`src/hdl/kmer_level_lookup_core_defines.svh`:
```
// ----------------------------------------------------------------------------
// kmer level lookup assertion macros
// shared concurrent assertion forms for the lookup core
// ----------------------------------------------------------------------------
`ifndef KMER_LEVEL_LOOKUP_CORE_DEFINES_SVH
`define KMER_LEVEL_LOOKUP_CORE_DEFINES_SVH

// same-cycle implication, disabled during reset
`define KLL_ASSERT(label, clk, rst, ante, cons, msg) \
  label: assert property (@(posedge clk) disable iff (rst) (ante) |-> (cons)) \
    else $error(msg);

// next-cycle implication, disabled during reset
`define KLL_ASSERT_NEXT(label, clk, rst, ante, cons, msg) \
  label: assert property (@(posedge clk) disable iff (rst) (ante) |=> (cons)) \
    else $error(msg);

`endif

```
`src/hdl/kll_pkg.sv`:
```
// ----------------------------------------------------------------------------
// kll_pkg
// types and constants shared by the kmer level lookup controller and datapath
// ----------------------------------------------------------------------------
package kll_pkg;

  // fixed field widths of the ports
  localparam int FIELD_W  = 24;
  localparam int INDEX_W  = 18;
  localparam int BASE_W   = 4;
  localparam int KCFG_W   = 4;
  localparam int STATUS_W = 2;
  localparam int CFG_IDX_W = 3;

  // configuration register indexes
  localparam logic [CFG_IDX_W-1:0] CFG_USE_K          = 3'd0;
  localparam logic [CFG_IDX_W-1:0] CFG_MODEL_K        = 3'd1;
  localparam logic [CFG_IDX_W-1:0] CFG_HAS_STDDEV     = 3'd2;
  localparam logic [CFG_IDX_W-1:0] CFG_DEFAULT_STDDEV = 3'd3;
  localparam logic [CFG_IDX_W-1:0] CFG_DWELL_LEVEL    = 3'd4;

  // result status codes
  localparam logic [STATUS_W-1:0] ST_OK       = 2'd0;
  localparam logic [STATUS_W-1:0] ST_BAD_BASE = 2'd1;
  localparam logic [STATUS_W-1:0] ST_BAD_K    = 2'd2;

  // input command codes
  localparam logic CMD_WRITE = 1'b0;
  localparam logic CMD_BASE  = 1'b1;

  // controller states
  typedef enum logic [3:0] {
    S_IDLE  = 4'b0001,
    S_READ  = 4'b0010,
    S_DRAIN = 4'b0100,
    S_OUT   = 4'b1000
  } state_t;

  // controller to datapath
  typedef struct packed {
    logic accept;    // input transfer this cycle
    logic read_en;   // issue one table read
    logic load_out;  // load the output register
  } ctrl_cmd_t;

  // datapath to controller
  typedef struct packed {
    logic need_lookup;  // accepted base yields a level result
    logic need_error;   // accepted base yields an error result
    logic last_read;    // current read is the final one of the walk
    logic out_free;     // output register can take a result
  } dp_status_t;

endpackage

```
`src/hdl/kll_ctrl.sv`:
```
// ----------------------------------------------------------------------------
// kll_ctrl
// sequencer for input transfers, table walk and result hand-off
// ----------------------------------------------------------------------------
module kll_ctrl (
  input  logic                clk,
  input  logic                rst,
  input  logic                in_valid,
  output logic                in_stall,
  input  kll_pkg::dp_status_t st,
  output kll_pkg::ctrl_cmd_t  cmd
);
  import kll_pkg::*;

  state_t state;
  state_t state_next;

  // command decode
  always_comb begin
    cmd.accept   = in_valid && (state == S_IDLE);
    cmd.read_en  = (state == S_READ);
    cmd.load_out = (state == S_OUT) && st.out_free;
  end

  assign in_stall = (state != S_IDLE);

  // next state
  always_comb begin
    state_next = state;
    case (state)
      S_IDLE: begin
        if (cmd.accept) begin
          if (st.need_error) begin
            state_next = S_OUT;
          end else if (st.need_lookup) begin
            state_next = S_READ;
          end
        end
      end
      S_READ: begin
        if (st.last_read) begin
          state_next = S_DRAIN;
        end
      end
      S_DRAIN: begin
        state_next = S_OUT;
      end
      S_OUT: begin
        if (st.out_free) begin
          state_next = S_IDLE;
        end
      end
      default: begin
        state_next = S_IDLE;
      end
    endcase
  end

  // state register
  always_ff @(posedge clk) begin
    if (rst) begin
      state <= S_IDLE;
    end else begin
      state <= state_next;
    end
  end

endmodule

```
`config.mk`:
```
export PLATFORM = sky130hd
export DESIGN_NAME = kll_ctrl
export DESIGN_NICKNAME = d
export VERILOG_FILES = /design/src/hdl/kmer_level_lookup_core_defines.svh /design/src/hdl/kll_pkg.sv /design/src/hdl/kll_ctrl.sv
export SDC_FILE = /design/constraint.sdc
export NUM_CORES = 1
export LEC_CHECK = 0
export BUFFER_PORTS_ARGS = -buffer_cell sky130_fd_sc_hd__clkbuf_2
export CORE_AREA = 3 3 40 42
export DETAILED_ROUTE_END_ITERATION = 7
export DIE_AREA = 0 0 43 45
export SLEW_MARGIN = 40
export SYNTH_ARGS = -nofsm -noshare
export SYNTH_HDL_FRONTEND = slang
export SYNTH_SLANG_ARGS = --single-unit
```
`constraint.sdc`:
```
create_clock -name clk -period 2.1 [get_ports clk]
set_clock_uncertainty 0.2 [all_clocks]
set_input_delay 0.525 -clock clk [delete_from_list [all_inputs] [get_ports clk]]
set_output_delay 0.525 -clock clk [all_outputs]
set_load 0.01 [all_outputs]
```
After elaboration in Yosys (flattened, before gate mapping)

Cells that the tools add are included.

Equality and inequality tests: 9
Mux-type cells: 6
Reductions and logical operators: 3

Operators by type and width:

| operator                                            | number |
|---|---|
| 2-to-1 mux 4 bit                                    | 5 |
| case mux 4 bit (4 select lines)                     | 1 |
| != test 2 bit, second input constant                | 3 |
| equality test 4 x 1 -> 1 bit, second input constant | 1 |
| equality test 4 x 2 -> 1 bit, second input constant | 1 |
| equality test 4 x 3 -> 1 bit, second input constant | 1 |
| equality test 4 bit, second input constant          | 1 |
| != test 4 x 1 -> 1 bit, second input constant       | 1 |
| AND reduction 4 bit                                 | 1 |
| != test 3 bit, second input constant                | 1 |
| logical AND 1 bit                                   | 2 |

Register bits after elaboration: 4
Output and inout port bits: 4

Longest topological paths before layout

Gate-level depths: netlist (run 1).

Depth after elaboration: 4
Gate-level depth with buffers: 3
Gate-level depth less buffers: 3

Worst setup path after synthesis (run 1)

OpenSTA, ideal clock, no wires.

Path kind: reg-to-output
Start: register state[3]
End: output cmd[0] (netlist name)
Arrival time: 1079 ps
Data required time: 1375 ps
Slack: 296 ps
Stages on the path, launching flop included: 3
Buffers on the path: 0
Cell sequence: dfxtp_1 or4b_4 nor2_1

RTL lines:

| item                   | line           | source |
|---|---|---|
| from (decl)            | kll_ctrl.sv:15 | `state_t state;` |
| from (signal assigned) | kll_ctrl.sv:64 | `state <= state_next;` |
| to (decl)              | kll_ctrl.sv:11 | `output kll_pkg::ctrl_cmd_t cmd` |

Final worst setup path (run 1)

Start: register state[2]
End: output in_stall

Cells in the longest elaborated chain, start to end: 1

RTL lines:

| item                   | line           | source |
|---|---|---|
| != test 4 x 1 -> 1 bit | kll_ctrl.sv:25 | `assign in_stall = (state != S_IDLE);` |
| to (decl)              | kll_ctrl.sv:9  | `output logic in_stall,` |

Every way passes these cells.

==> impl_metrics.py, run 1 <==
metrics = {
    "cells_and_area": {
        "largest_reg_flops": 4,
        "layout_commonest_cell": "clkbuf_2",
        "num_antenna_cells": 0,
        "top_regs": "state (4)",
        "final_cell_mix": "clkbuf_2 (9), buf_4 (6), clkbuf_4 (3)",
        "top_register": "state",
        "drive_gt1_share_pct": 60.00,
        "nFillCells": 148,
        "stdcell_count": 60,
        "nets": 54,
        "finalInstanceArea_um2": 406.6,
        "area_growth_syn_to_layout_pct": 57.01,
    },
    "global_routing": {
        "grtUsageTotal_pct": 7.910,
        "grt_max_degree": 7,
        "grt_pass1_wl_mm": 1.110,
        "grt_pass1_vias": 270,
        "antenna_found_initial": 0,
        "overflow": 0,
    },
    "synthesis": {
        "yosysSeqAreaShare_pct": 30.92,
        "synth_nets": 33,
        "yosysTopAreaCellShare_pct": 30.92,
        "syn_inst": 26,
        "synth_area_um2": 259.0,
        "synth_seq_cells": 4,
        "synth.avg_cell_area_um2": 9.961,
        "yosysWarnings": 0,
        "yosys-top-cells-area": "dfxtp_1 (31%), nor4b_4 (9.2%), o32ai_2 (6.3%)",
        "synth_largest_area_cell": "dfxtp_1",
        "yosysUniqueCellTypes": 19,
    },
    "routing": {
        "drtIter0Drc": 1,
        "num_vias": 274,
        "route.detailed.drc": 0,
        "drt-total-wl_um": 619,
        "wl_per_cell_um": 10.32,
        "viasPerCell": 4.567,
        "drtAntennaViolNets": 0,
        "first_pass_iters": 2,
    },
    "power_and_ir_drop": {
        "peakVddDrop_v": 0.0002261,
        "power_frac_clock_pct": 36.2,
        "p_int_uw": 189.0,
        "p_leak_nw": 0.1935,
        "pwr-share-comb_pct": 28.3,
        "p_sw_uw": 68.78,
        "pwr-share-seq_pct": 35.4,
        "powerDensity_nw_per_um2": 633.9,
        "power_switching_share_pct": 26.68,
    },
    "clock_tree": {
        "numCtsBuffers": 3,
        "clock_latency_ps": 230,
        "cts-root-buf": "clkbuf_4",
        "cts_tree": "built",
        "cts_htree_levels": 1,
        "hold_buffers": 0,
        "path_clk_slew_ps": 30,
        "cts.sinks": 4,
        "cts_max_path_buffers": 2,
    },
    "critical_path": {
        "reg2reg_slack_ps": 580,
        "worstSetupPathType": "flip-flop to output pin",
        "reg2reg_to": "state[3]",
        "r2r_start": "state[2]",
        "worst_ep_arrival_time_ps": 1330,
        "critPathLaunchType": "flip-flop",
        "critPathCaptureType": "output pin",
        "r2r_cells": 3,
        "cp.required_ps": 1370,
        "crit_fanout": 5,
    },
    "sta": {
        "worst-slew-pin-transition_ps": 395.8,
        "final_hold_viol_count": 0,
        "clock.fmax_mhz": 487.4,
        "fin_crit_ps": 2052,
        "rsz0062_at_grt": "true",
        "min_period_over_period_pct": 97.71,
        "drv_slew": 0,
        "slew_headroom_pct": 73.55,
        "finalSetupViolCount": 0,
    },
    "placement": {
        "dpl_cell_area_um2": 327.8,
        "gp_congestion": 0.6533,
        "dp.cells": 51,
        "io_buffers": 10,
    },
    "floorplan": {
        "die_area_um2": 1935,
        "ios": 11,
        "start_util_pct": 20.16,
        "die_y_um": 45,
        "core_um2": 1285,
        "die_w_um": 43,
        "rows": 13,
    },
    "worst_hold_path": {
        "holdPathStages": 2,
        "hold_end": "state[1]",
        "hold_class": "input port to flip-flop",
        "worstHoldStart": "rst",
    },
    "outcome": {
        "outcome": "completed",
    },
    "run": {
        "cap_violations": 0,
    },
}
==> how the worst max path moves through the flow <==
stage	start	end	slack [ps]	cells after the start
after floorplan	state[3]	cmd[0]	300	2
after global placement	state[3]	cmd[0]	200	3
after detailed placement	state[3]	cmd[0]	190	3
after CTS	state[0]	cmd[0]	20	3
after global routing	state[2]	cmd[1]	-30	3
final	state[2]	in_stall	50	5
==> per-stage QoR <==
stage	setup WS [ps]	hold WS, ps	util, %	power, mW	TNS [ps]
floorplan	296.0	394.1	-	0.1314	0
global placement	197.8	482.7	25.51	0.1517	0
detailed placement	191.4	502.7	25.51	0.1529	0
CTS	16.23	312.0	30.09	0.2523	0
global route	-34.04	335.9	31.65	0.2775	-62.87
finish	48.17	319.0	31.65	0.2578	0
==> cell type report <==
| cell class | count | area [um^2] | area share [%] |
|---|---|---|---|
| repair buffers | 16 | 95.09 | 23.38 |
| well taps | 15 | 18.77 | 4.615 |
| clock buffers | 3 | 22.52 | 5.538 |
| flip-flops and latches | 4 | 88.84 | 21.85 |
| multi-input cells | 20 | 173.9 | 42.77 |
| inverters | 2 | 7.507 | 1.846 |
==> synthesized netlist by cell type <==
master / n
xnor2_1: 1
or4b_4: 1
and3b_1: 1
dfxtp_1: 4
o31ai_1: 1
nand4b_1: 1
nor4b_4: 1
nand2b_1: 2
o32ai_2: 1
nor3_1: 1
and2_1: 1
inv_1: 2
or3_1: 1
o21ai_0: 1
a22o_1: 1
nor2_1: 2
nor4b_2: 1
a21oi_1: 2
nand3b_1: 1
==> power by group through the flow <==
stage          Clock [mW]  Combinational, mW  Sequential, mW
5_1_grt             0.105             0.0804          0.0922
3_3_place_gp            0             0.0587          0.0930
2_1_floorplan           0             0.0404          0.0909
3_5_place_dp            0             0.0594          0.0935
4_1_cts            0.0996             0.0611          0.0916
6_report           0.0934             0.0730          0.0913
==> what timing repair did <==
item / 4_1_cts / 5_1_grt
setup endpoints to repair: 1 / 3
resized for setup: 4 / 3
endpoints found under the hold margin: 0 / 0
gates cloned: 0 / 0
pin swaps: 2 / 1
setup buffers: 4 / 2
==> layer usage <==
layer	up-vias	wire length [um]	GRT usage [%]
li1	138	-	-
met1	122	299	10.36
met2	14	251	11.08
met3	0	68	3.586
met4	0	0	3.614
met5	-	0	0
==> worst max-delay path: stages (launching register included) <==
cell and delay (ps):
dfxtp_4 340, buf_4 140, nor4b_4 310, buf_4 170
inv_1 30, clkbuf_2 110
==> cells by family after synthesis <==
group / after synthesis / share of synthesized area, %
flops: 4 / 30.92
simple gates: 13 / 44.44
compound gates: 6 / 18.36
buf+inv: 2 / 2.900
xor+xnor: 1 / 3.382
Power figures use the tool's default switching activity.
==> run 2, diff against run 1 <==
PLACE_DENSITY = 0.45   (was unset)
==> run 2 against run 1 <==
Global-route usage rose by 0.090 points. Critical path depth fell by 2. Via count fell by 5.8%. Worst setup slack got worse by 21 ps. Sequential cell count did not move. Non-clock buffer count fell by 2. First-iteration DRC count did not move. Register-to-register slack barely moved. Routed wire length rose by 2.3%. Clock power barely moved. Combinational power fell by 5.3%. Core utilization fell by 1.3 points. Critical path type unchanged. Critical endpoint is now cmd[0]. Largest power group unchanged.
==> impl_metrics.py, run 2 (synthesis results as in run 1) <==
metrics = {
    "floorplan": {
        "die_y_um": 45,
        "ios": 11,
        "die_w_um": 43,
        "rows": 13,
        "die_area_um2": 1935,
        "start_util_pct": 20.16,
        "core_um2": 1285,
    },
    "cells_and_area": {
        "top_regs": "state (4)",
        "largest_reg_flops": 4,
        "nFillCells": 143,
        "layout_commonest_cell": "clkbuf_2",
        "postLayoutCoreUtil_pct": 30.38,
        "num_antenna_cells": 0,
        "drive_gt1_share_pct": 60.47,
        "final_cell_mix": "clkbuf_2 (9), buf_4 (4), clkbuf_4 (3), dfxtp_2 (3)",
        "area_growth_syn_to_layout_pct": 50.72,
        "nets": 52,
        "top_register": "state",
    },
    "critical_path": {
        "critPathLaunchType": "flip-flop",
        "worst_ep_arrival_time_ps": 1350,
        "r2r_start": "state[2]",
        "worstSetupPathType": "flip-flop to output pin",
        "cp_slowest_cell": "or4b_4",
        "crit_start": "state[2]",
        "crit_fanout": 4,
        "path_depth": 3,
        "worst-path-buf-inv": 1,
        "path_cells": "or4b_4, nor2_2, buf_2",
        "worstSetupEndpoint": "cmd[0]",
        "cpPeakStageDelay_ps": 550,
        "cp.required_ps": 1370,
        "reg2reg_to": "state[3]",
        "r2r_cells": 3,
        "reg2reg_slack_ps": 570,
        "critPathCaptureType": "output pin",
        "crit_family": "simple AND/OR/NAND/NOR gates",
    },
    "sta": {
        "clock.fmax_mhz": 482.5,
        "drv_slew": 0,
        "tns_ps": 0,
        "finalSetupViolCount": 0,
        "min_period_over_period_pct": 98.69,
        "slew_headroom_pct": 77.52,
        "worst-slew-pin-transition_ps": 335.8,
        "rsz0062_at_grt": "true",
        "final_hold_viol_count": 0,
        "fin_crit_ps": 2072,
    },
    "placement": {
        "io_buffers": 10,
        "hpwlAfterDp_um": 492.6,
        "gp_congestion": 0.7124,
    },
    "clock_tree": {
        "cts_tree": "built",
        "cts_max_path_buffers": 2,
        "clock_latency_ps": 230,
        "hold_buffers": 0,
        "cts.sinks": 4,
        "cts-root-buf": "clkbuf_4",
        "cts_htree_levels": 1,
        "numCtsBuffers": 3,
        "path_clk_slew_ps": 40,
    },
    "global_routing": {
        "overflow": 0,
        "grt_pass1_wl_mm": 1.090,
        "grt_max_degree": 7,
        "antenna_found_initial": 0,
        "grt_pass1_vias": 274,
        "grtUsageTotal_pct": 8.000,
    },
    "routing": {
        "drtIter0Drc": 1,
        "wl_per_cell_um": 10.91,
        "drtAntennaViolNets": 0,
        "drt-total-wl_um": 633,
        "route.detailed.drc": 0,
        "first_pass_iters": 3,
        "viasPerCell": 4.448,
        "num_vias": 258,
    },
    "outcome": {
        "outcome": "completed",
    },
    "power_and_ir_drop": {
        "powerDensity_nw_per_um2": 651.2,
        "peakVddDrop_v": 0.0002337,
        "p_leak_nw": 0.1828,
    },
    "worst_hold_path": {
        "hold_class": "input port to flip-flop",
    },
    "run": {
        "cap_violations": 0,
    },
}
==> run 2: worst min path at each step <==
| stage | from | slack [ps] | cells past startpoint | end |
|---|---|---|---|---|
| finish | st[0] | 330 | 2 | state[3] |
| detailed placement | state[3] | 500 | 2 | state[3] |
| CTS | st[0] | 330 | 2 | state[3] |
| global placement | state[1] | 490 | 2 | state[3] |
| floorplan | rst | 390 | 1 | state[1] |
| global route | st[0] | 340 | 2 | state[3] |
==> run 2: metal layers <==
metal	part of all wire [%]	routed length [um]	track usage (%)	vias up
met5	0	0	0	-
met4	1.7	11	7.229	0
met3	6.8	43	3.187	2
met2	47	295	11.68	6
met1	45	283	8.937	116
li1	-	-	-	134
==> run 2: area by class of cell <==
| type | instances | area, um^2 | share of cell area (%) |
|---|---|---|---|
| Multi-Input combinational cell | 20 | 173.9 | 44.55 |
| Tap cell | 15 | 18.77 | 4.808 |
| Sequential cell | 4 | 87.58 | 22.44 |
| Timing Repair Buffer | 14 | 80.08 | 20.51 |
| Inverter | 2 | 7.507 | 1.923 |
| Clock buffer | 3 | 22.52 | 5.769 |
==> run 2: per-stage QoR <==
step           instance area (um^2)  setup slack, ps  hold WS, ps  std cells  power [mW]
6_report                      390.4            27.55        331.7         58      0.2542
5_1_grt                       390.4           -32.39        340.7         58      0.2708
4_1_cts                       364.1            2.282        325.9         55      0.2533
3_5_place_dp                  335.3            202.4        497.7         52      0.1538
3_3_place_gp                  335.3            219.1        491.9         52      0.1531
2_1_floorplan                 259.0            296.0        394.1         26      0.1314
==> run 2: power by group <==
part           internal, mW  leakage, nW  total [mW]  switching [mW]
combinational        0.0394        0.135      0.0691          0.0297
sequential           0.0821       0.0341      0.0918         0.00973
clock                0.0638       0.0138      0.0933          0.0295
total                 0.185        0.183       0.254          0.0689
==> run 2: repair_timing <==
| item | CTS | global route |
|---|---|---|
| pin swaps | 0 | 1 |
| cloned | 0 | 0 |
| resized for setup | 4 | 3 |
| buffers inserted | 0 | 3 |
| endpoints found under the setup margin | 1 | 2 |
==> run 3, diff against run 2 <==
PLACE_DENSITY = 0.41   (was 0.45)
==> run 3 against run 2 <==
Power is 3.7% higher. Register-to-register slack worse by 60 ps. Sequential power is 1% lower. Hold slack worse by 4.1 ps. Die area stayed put. Combinational power is 16% higher. Sequential share of layout area is 1.3 points lower. Critical path type unchanged. Largest power group unchanged.
==> impl_metrics.py, run 3 (synthesis results as in run 1) <==
metrics = {
    "outcome": {
        "outcome": "completed",
    },
    "worst_hold_path": {
        "holdPathStages": 2,
        "hold_end": "state[1]",
        "worstHoldStart": "rst",
        "hold_class": "input port to flip-flop",
    },
    "floorplan": {
        "die_w_um": 43,
        "rows": 13,
        "ios": 11,
        "core_um2": 1285,
        "start_util_pct": 20.16,
        "die_area_um2": 1935,
        "die_y_um": 45,
    },
    "critical_path": {
        "critPathLaunchType": "flip-flop",
        "worstSetupPathType": "flip-flop to output pin",
        "critPathCaptureType": "output pin",
        "worst_ep_arrival_time_ps": 1350,
        "reg2reg_slack_ps": 510,
        "reg2reg_to": "state[3]",
        "path_cells": "or4b_4, nor2_4, clkbuf_2",
        "r2r_start": "state[2]",
        "cp_slowest_cell": "or4b_4",
        "r2r_cells": 6,
        "worst-path-buf-inv": 1,
        "crit_family": "simple AND/OR/NAND/NOR gates",
        "crit_fanout": 2,
        "cp.required_ps": 1370,
        "cpPeakStageDelay_ps": 550,
    },
    "global_routing": {
        "overflow": 0,
        "grt_max_degree": 7,
        "grtUsageTotal_pct": 7.660,
        "antenna_found_initial": 0,
        "grt_pass1_vias": 267,
        "grt_pass1_wl_mm": 1.035,
    },
    "power_and_ir_drop": {
        "p_int_uw": 194.4,
        "pwr-share-comb_pct": 30.5,
        "power_frac_clock_pct": 35.2,
        "p_sw_uw": 69.37,
        "p_leak_nw": 0.1909,
        "powerDensity_nw_per_um2": 644.6,
        "power_uw": 263.7,
        "power_switching_share_pct": 26.30,
        "peakVddDrop_v": 0.0002295,
        "pwr-share-seq_pct": 34.3,
    },
    "routing": {
        "route.detailed.drc": 0,
        "drtAntennaViolNets": 0,
        "drtIter0Drc": 4,
        "viasPerCell": 4.483,
        "first_pass_iters": 4,
        "drt-total-wl_um": 611,
        "num_vias": 269,
        "wl_per_cell_um": 10.18,
    },
    "placement": {
        "hpwlAfterDp_um": 489.3,
        "place_ws_ps": 202.7,
        "gp_congestion": 0.6566,
        "io_buffers": 10,
    },
    "cells_and_area": {
        "top_register": "state",
        "layout_commonest_cell": "clkbuf_2",
        "final_cell_mix": "clkbuf_2 (10), buf_4 (6), clkbuf_4 (3)",
        "num_antenna_cells": 0,
        "nets": 54,
        "drive_gt1_share_pct": 60.00,
        "area_growth_syn_to_layout_pct": 57.97,
        "top_regs": "state (4)",
        "largest_reg_flops": 4,
    },
    "clock_tree": {
        "cts_htree_levels": 1,
        "cts_max_path_buffers": 2,
        "cts_tree": "built",
        "clock_latency_ps": 230,
        "hold_buffers": 0,
        "numCtsBuffers": 3,
        "cts-root-buf": "clkbuf_4",
        "cts.sinks": 4,
        "path_clk_slew_ps": 40,
    },
    "sta": {
        "final_hold_viol_count": 0,
        "worst-slew-pin-transition_ps": 277.5,
        "worst_slack_ps": 23.68,
        "drv_slew": 0,
        "finalSetupViolCount": 0,
        "min_period_over_period_pct": 98.87,
        "clock.fmax_mhz": 481.6,
        "slew_headroom_pct": 81.45,
        "rsz0062_at_grt": "true",
        "fin_crit_ps": 2076,
    },
    "run": {
        "cap_violations": 0,
    },
}
[run 3: changes by cell type in the layout (fill, tap and decap cells not counted), sizes merged]
cell    change
buf         +1
clkbuf      +1
[run 3: worst max-delay path by stage]
| stage | from | end | slack [ps] | cells past startpoint |
|---|---|---|---|---|
| finish | state[2] | cmd[0] | 20 | 3 |
| global route | state[2] | cmd[0] | -20 | 3 |
| CTS | state[2] | cmd[0] | 20 | 3 |
| detailed placement | state[3] | cmd[0] | 200 | 3 |
| global placement | state[3] | cmd[0] | 220 | 3 |
| floorplan | state[3] | cmd[0] | 300 | 2 |
[run 3: power by group through the flow]
stage,Combinational (mW),Sequential (mW),Clock [mW]
after floorplan,0.0404,0.0909,0
after global placement,0.0609,0.0928,0
after detailed placement,0.0609,0.0926,0
after CTS,0.0624,0.0907,0.0971
after global routing,0.0885,0.0915,0.100
final,0.0804,0.0905,0.0928
[run 3: repair_timing]
action	in CTS	in global routing
setup buffers	2	3
pin swaps	2	1
gates resized for setup	4	2
endpoints found under the setup margin	1	2
[run 3: metrics by stage]
| stage | cells | cell area, um^2 | hold slack [ps] | setup TNS, ps | utilization (%) |
|---|---|---|---|---|---|
| floorplan | 26 | 259.0 | 394.1 | 0 | - |
| CTS | 57 | 379.1 | 325.6 | 0 | 29.50 |
| global placement | 52 | 335.3 | 494.2 | 0 | 26.10 |
| finish | 60 | 409.1 | 327.6 | 0 | 31.84 |
| global route | 60 | 409.1 | 344.3 | -34.49 | 31.84 |
| detailed placement | 52 | 335.3 | 476.4 | 0 | 26.10 |
[run 3: worst register-to-register path, delay by kind of cell, from the launching register on]
family / cells / cell delay, ps
compound gates: 2 / 220
buf+inv: 3 / 410
flops: 1 / 330
simple gates: 1 / 310
[run 3: area by class of cell]
| type | count | area [um^2] |
|---|---|---|
| fill | 140 | 875.8 |
| multi-input combinational | 20 | 178.9 |
| timing repair buffer | 16 | 95.09 |
| sequential | 4 | 86.33 |
| clock buffer | 3 | 22.52 |
| tap | 15 | 18.77 |
| inverter | 2 | 7.507 |
[run 3: per-layer routing]
metal | part of all wire, % | global-route usage, % | wire (um)
met5 | 0 | 0 | 0
met4 | 0 | 5.422 | 0
met3 | 6.4 | 3.586 | 39
met2 | 54 | 13.77 | 331
met1 | 39 | 6.747 | 240
